[src/design/ri_pkg.sv]
`timescale 1ns / 1ps
// ri_pkg: shared constants and types for the ramp interpolator.
// No dependencies.
package ri_pkg;
    localparam int VALUE_WIDTH_DEF    = 16;
    localparam int POSITION_WIDTH_DEF = 32;

    typedef enum logic
    {
        CMD_LINEAR = 1'b0,
        CMD_QUAD   = 1'b1
    } cmd_t;

    // per-transaction control that travels alongside the divider chain
    typedef struct packed
    {
        logic valid;
        logic bypass;
        logic down;
    } ctl_t;
endpackage

[src/design/ri_div_cell.sv]
`timescale 1ns / 1ps
// ri_div_cell: one restoring-division step of the divider chain.
// Depends on ri_pkg.
module ri_div_cell #(
    parameter int NW = 64,
    parameter int DW = 64,
    parameter int VW = 16
) (
    input  logic           clk,
    input  logic           rst_n,
    input  ri_pkg::ctl_t   ctl_in,
    input  logic [NW-1:0]  num_in,
    input  logic [DW-1:0]  den_in,
    input  logic [DW:0]    rem_in,
    input  logic [NW-1:0]  quo_in,
    input  logic [VW-1:0]  base_in,
    output ri_pkg::ctl_t   ctl_out,
    output logic [NW-1:0]  num_out,
    output logic [DW-1:0]  den_out,
    output logic [DW:0]    rem_out,
    output logic [NW-1:0]  quo_out,
    output logic [VW-1:0]  base_out
);
    logic [DW:0]   shifted;
    logic [DW+1:0] diff;
    logic          take;
    ri_pkg::ctl_t  ctl_reg;
    logic [NW-1:0] num_reg, quo_reg;
    logic [DW-1:0] den_reg;
    logic [DW:0]   rem_reg;
    logic [VW-1:0] base_reg;

    assign shifted = {rem_in[DW-1:0], num_in[NW-1]};
    assign diff    = {1'b0, shifted} - {2'b00, den_in};
    assign take    = !diff[DW+1];

    always_ff @(posedge clk or negedge rst_n)
    begin
        if (!rst_n)
            ctl_reg <= '0;
        else
            ctl_reg <= ctl_in;
    end

    always_ff @(posedge clk)
    begin
        num_reg  <= {num_in[NW-2:0], 1'b0};
        den_reg  <= den_in;
        rem_reg  <= take ? diff[DW:0] : shifted;
        quo_reg  <= {quo_in[NW-2:0], take};
        base_reg <= base_in;
    end

    assign ctl_out  = ctl_reg;
    assign num_out  = num_reg;
    assign den_out  = den_reg;
    assign rem_out  = rem_reg;
    assign quo_out  = quo_reg;
    assign base_out = base_reg;
endmodule

[config.mk]
export PLATFORM = sky130hd
export DESIGN_NAME = ri_div_cell
export DESIGN_NICKNAME = d
export VERILOG_FILES = /design/src/design/ri_pkg.sv /design/src/design/ri_div_cell.sv
export SDC_FILE = /design/constraint.sdc
export NUM_CORES = 1
export LEC_CHECK = 0
export BUFFER_PORTS_ARGS = -buffer_cell sky130_fd_sc_hd__buf_4
export CORE_AREA = 2 2 215 217
export DETAILED_ROUTE_END_ITERATION = 6
export DIE_AREA = 0 0 217 219
export PLACE_DENSITY = 0.48
export SLEW_MARGIN = 20
export SYNTH_ARGS = -nofsm -noshare
export SYNTH_HDL_FRONTEND = slang
export SYNTH_SLANG_ARGS = --single-unit
[constraint.sdc]
create_clock -name clk -period 0.8 [get_ports clk]
set_clock_uncertainty 0.05 [all_clocks]
set_input_delay 0 -clock clk [delete_from_list [all_inputs] [get_ports clk]]
set_output_delay 0 -clock clk [all_outputs]
set_load 0.02 [all_outputs]
==> summary.md <==
| Metric | Value |
|---|---|
| Leakage power of the design | `between 10 and 15 nW` |
| Internal power | `33.6 mW` |
| Register share of total power | `0.340` |
| Final Routed Wirelength | `51.3 mm` |
| Initial drt markers | `385` |
| IO Port Bufs | `550` |
| Critical path's slowest cell | `sky130_fd_sc_hd__a211oi_4` |
| Sequential area share after synthesis | `0.522` |
| Max-cap violation count | `0` |
| Slew headroom | `0.573` |
| Maximum clock insertion buffer count | `3` |
| Worst hold slack | `-0.524 ns` |
| Crit Path Max Fanout | `10` |
| Sequence of cells on the critical path | `buf_12 > inv_12 > ha_4 > o211ai_1 > a21oi_2 > o221a_4 > a31o_4 > a211oi_4 > a211oi_4 > o21ai_2 > o21ai_2 > a21oi_4 > inv_6 > buf_12 > buf_12 > mux2_4` |
| Count of mapped cells out of synthesis | `between 1k and 1.5k` |
| Placed cell areas | `0.0175 mm^2` |
| DRC errors left | `0` |
| Arrival time reported for the critical path endpoint | `2.82 ns` |
| Synth Net Count | `~1.4k` |
| Total number of clock tree sinks | `275` |
| Placeable core area | `0.0451 mm^2` |
| Final sum of negative setup slack | `-179.10 ns` |
| Drt first pass iters | `4` |
| H-tree levels | `1` |
| Clock buffer count from CTS | `31` |
| Power density normalized to cell area | `1920 mW/mm^2` |
| Total congestion overflow | `0` |
| Post-Place Setup Slack | `-2.29 ns` |
| Crit end category | `flop` |
| Wire length per cell | `18.2 um` |
| First-pass GRT wire length | `roughly 76 mm` |
| Tightest Hold Check Type | `in -> reg` |
| Clock group share of total power | `0.342` |
| Vias in the first global route | `~13k` |
| Area of the die | `0.0475 mm^2` |
| Effective utilization at floorplan | `0.234` |
| Slowest stage delay, CP | `0.31 ns` |
| Summed area of non-filler cells in the final layout | `between 0.02 and 0.025 mm^2` |
| IR drop worst, VDD | `~1500 uV` |
| Post-synthesis cell type count | `just over 70` |
| Yosys synthesis warning count | `0` |
| Slew of the pin with the lowest slew margin | `0.634 ns` |
| Number of antenna violations at the first check in global routing | `5` |
| Area leader, netlist | `sky130_fd_sc_hd__dfxtp_1` |
| Final setup vio count | `393` |
| Routed via count | `12.1k` |
| Final Cycle Share | `3.01` |
| Top post-synthesis cells by count | `272 x sky130_fd_sc_hd__dfxtp_1, 93 x sky130_fd_sc_hd__a21oi_1, 86 x sky130_fd_sc_hd__inv_1` |
| Worst path buffer plus inverter count | `5` |
| Fraction of power spent switching nets | `0.285` |
| Endpoints failing hold | `17` |
| Final worst slack | `-1.61 ns` |
| Number of slew-limit violations in the final report | `0` |
| Critical Setup Path Class | `in -> reg` |
| Seq cells post-synth | `275` |
| Final instance count without filler cells | `2827` |
| Post-route ant nets | `0` |
| Fraction of layout cells with a size suffix above 1 | `0.585` |
| Syn Area/Cell | `10.3 um^2` |
| Clock tree from TritonCTS | `built` |
| Leading cell type by number of instances after synthesis | `sky130_fd_sc_hd__dfxtp_1` |
| Yosys top cell area share | `0.515` |
| Tot GR Track Use | `0.205` |
| Result of the run | `finished, violations left` |
| Number of fill cells | `3816` |
| Largest net degree at the start of global routing | `17` |
| Root buf cell | `sky130_fd_sc_hd__clkbuf_16` |
| Crit-path most repeated cell | `sky130_fd_sc_hd__buf_12` |
| Violated checks | `hold timing, setup timing` |
| Area growth from synthesis to final layout | `131%` |
| Clock edge transition at the registers on the reported setup and hold paths | `0.06 ns` |
| Std-Cell Rows | `78` |
| Cell types with the largest area share after synthesis | `sky130_fd_sc_hd__dfxtp_1 52%, sky130_fd_sc_hd__ha_1 7.6%, sky130_fd_sc_hd__mux2_1 6.4%` |
| Final HPWL DP | `~36 mm` |
| Unrepaired setup endpoints after global routing | `true` |
| CP delay by family, top | `compound AO/OA/AOI/OAI gates` |
| PnR Total Power | `approximately 47 mW` |
| Share of the core filled with cells | `0.541` |
| Average vias per placed instance | `4.29` |
| Required time worst endpoint | `around 1.2 ns` |
| Die boundary width | `between 200 and 250 um` |
| Psw | `approximately 13 mW` |
| Floorplan die height | `219 um` |
| Startpoint type of the worst setup path | `input port` |
| Share of synthesized registers carrying an async set or reset | `0.0109` |
| Post-Syn Area | `0.0106 mm^2` |
| Fmax | `0.415 GHz` |
| Min Clock Period, post-route | `2.41 ns` |
| Proportion of power drawn by combinational gates | `0.318` |
| Dominant synthesized flop cell | `sky130_fd_sc_hd__dfxtp_1` |
| Number of top-level pins | `554` |
| Weighted congestion reported at the end of routability-driven placement | `just over 0.8` |
| Total instance count after detailed placement | `about 2.4k` |
| Count of flip-flops with a built-in enable after synthesis | `0` |
| Nets | `approximately 2.5k` |
==> worst paths after layout <==
check | cells past startpoint | slack, ns | to | start
max in group asynchronous | 3 | 0.21 | ctl_out[1] | rst_n
min in group asynchronous | 3 | 0.34 | ctl_out[0] | rst_n
setup / recovery | 16 | -1.61 | rem_out[39] | den_in[2]
hold / removal | 1 | -0.52 | den_out[6] | den_in[6]
==> sequential cells by signal, summed over array words and instances (netlist names) <==
name / flops
num_out: 63
den_out: 64
rem_out: 65
base_out: 16
ctl_out: 3
quo_out: 64
==> layer usage <==
metal	vias to the layer above	wire length (um)	global-route usage
met5	-	13	0
met1	5796	20000	0.225
met2	359	27700	0.401
met3	60	2560	0.0405
li1	5910	-	-
met4	2	1070	0.0498
==> power by group through the flow <==
stage	logic [mW]	clock network (mW)	registers, mW
after CTS	14.7	16.3	15.9
after detailed placement	11.9	0	15.7
after floorplan	4.21	0	17.3
final	14.9	16.1	16.0
after global routing	15.9	17.0	16.1
after global placement	11.8	0	15.7
==> layout by cell type, fill, tap and decap left out, types with 5 or more instances in the layout <==
cell type | synthesis | final
sky130_fd_sc_hd__buf_4 | 1 | 529
sky130_fd_sc_hd__dlygate4sd3_1 | 0 | 355
sky130_fd_sc_hd__buf_6 | 6 | 282
sky130_fd_sc_hd__dfxtp_2 | 0 | 270
sky130_fd_sc_hd__a21oi_1 | 93 | 82
sky130_fd_sc_hd__inv_1 | 86 | 73
sky130_fd_sc_hd__mux2_4 | 0 | 60
sky130_fd_sc_hd__nand2_1 | 54 | 49
sky130_fd_sc_hd__ha_1 | 64 | 45
sky130_fd_sc_hd__nor2_1 | 43 | 40
sky130_fd_sc_hd__xnor2_1 | 35 | 35
sky130_fd_sc_hd__clkbuf_16 | 0 | 31
sky130_fd_sc_hd__nand4_1 | 28 | 28
sky130_fd_sc_hd__a21o_1 | 27 | 27
sky130_fd_sc_hd__o21ai_0 | 29 | 26
sky130_fd_sc_hd__o21bai_1 | 20 | 19
sky130_fd_sc_hd__xor2_1 | 19 | 19
sky130_fd_sc_hd__ha_4 | 0 | 19
sky130_fd_sc_hd__o21ai_1 | 16 | 15
sky130_fd_sc_hd__inv_2 | 2 | 12
sky130_fd_sc_hd__nand3_1 | 14 | 12
sky130_fd_sc_hd__a21oi_2 | 1 | 11
sky130_fd_sc_hd__nor3_1 | 11 | 10
sky130_fd_sc_hd__nand2b_1 | 9 | 9
sky130_fd_sc_hd__and3_1 | 9 | 9
sky130_fd_sc_hd__clkbuf_8 | 0 | 8
sky130_fd_sc_hd__o21a_1 | 7 | 7
sky130_fd_sc_hd__a31oi_1 | 6 | 6
sky130_fd_sc_hd__or3_1 | 6 | 6
sky130_fd_sc_hd__bufinv_16 | 0 | 6
sky130_fd_sc_hd__buf_16 | 0 | 6
sky130_fd_sc_hd__buf_12 | 0 | 6
sky130_fd_sc_hd__diode_2 | 0 | 5
sky130_fd_sc_hd__a211oi_1 | 5 | 5
==> cells by family after synthesis <==
| family | after synthesis | synth area share |
|---|---|---|
| other cells | 1 | 0.000355 |
| buf+inv | 131 | 0.0518 |
| xor+xnor | 54 | 0.0447 |
| flops | 275 | 0.522 |
| compound gates | 248 | 0.150 |
| mux | 63 | 0.0668 |
| fa+ha+maj | 65 | 0.0776 |
| simple gates | 189 | 0.0868 |
==> cell type report <==
class,count,area (um^2),share of cell area
Timing Repair Buffer,1180,11000,0.451
Multi-Input combinational cell,620,5240,0.215
Sequential cell,275,5860,0.240
Clock buffer,42,897,0.0368
Inverter,89,367,0.0150
Clock inverter,16,259,0.0106
Antenna cell,5,12.5,0.000513
Tap cell,600,751,0.0308
==> repair_timing <==
action                                  4_1_cts  5_1_grt
endpoints found under the setup margin      341      381
hold buffers                                347        9
gates resized for setup                     611       27
gates cloned                                  5        0
endpoints found under the hold margin       277       22
setup buffers                                19        4
pin swaps                                    23       18
Note: power is estimated with default switching activity, not from simulation.
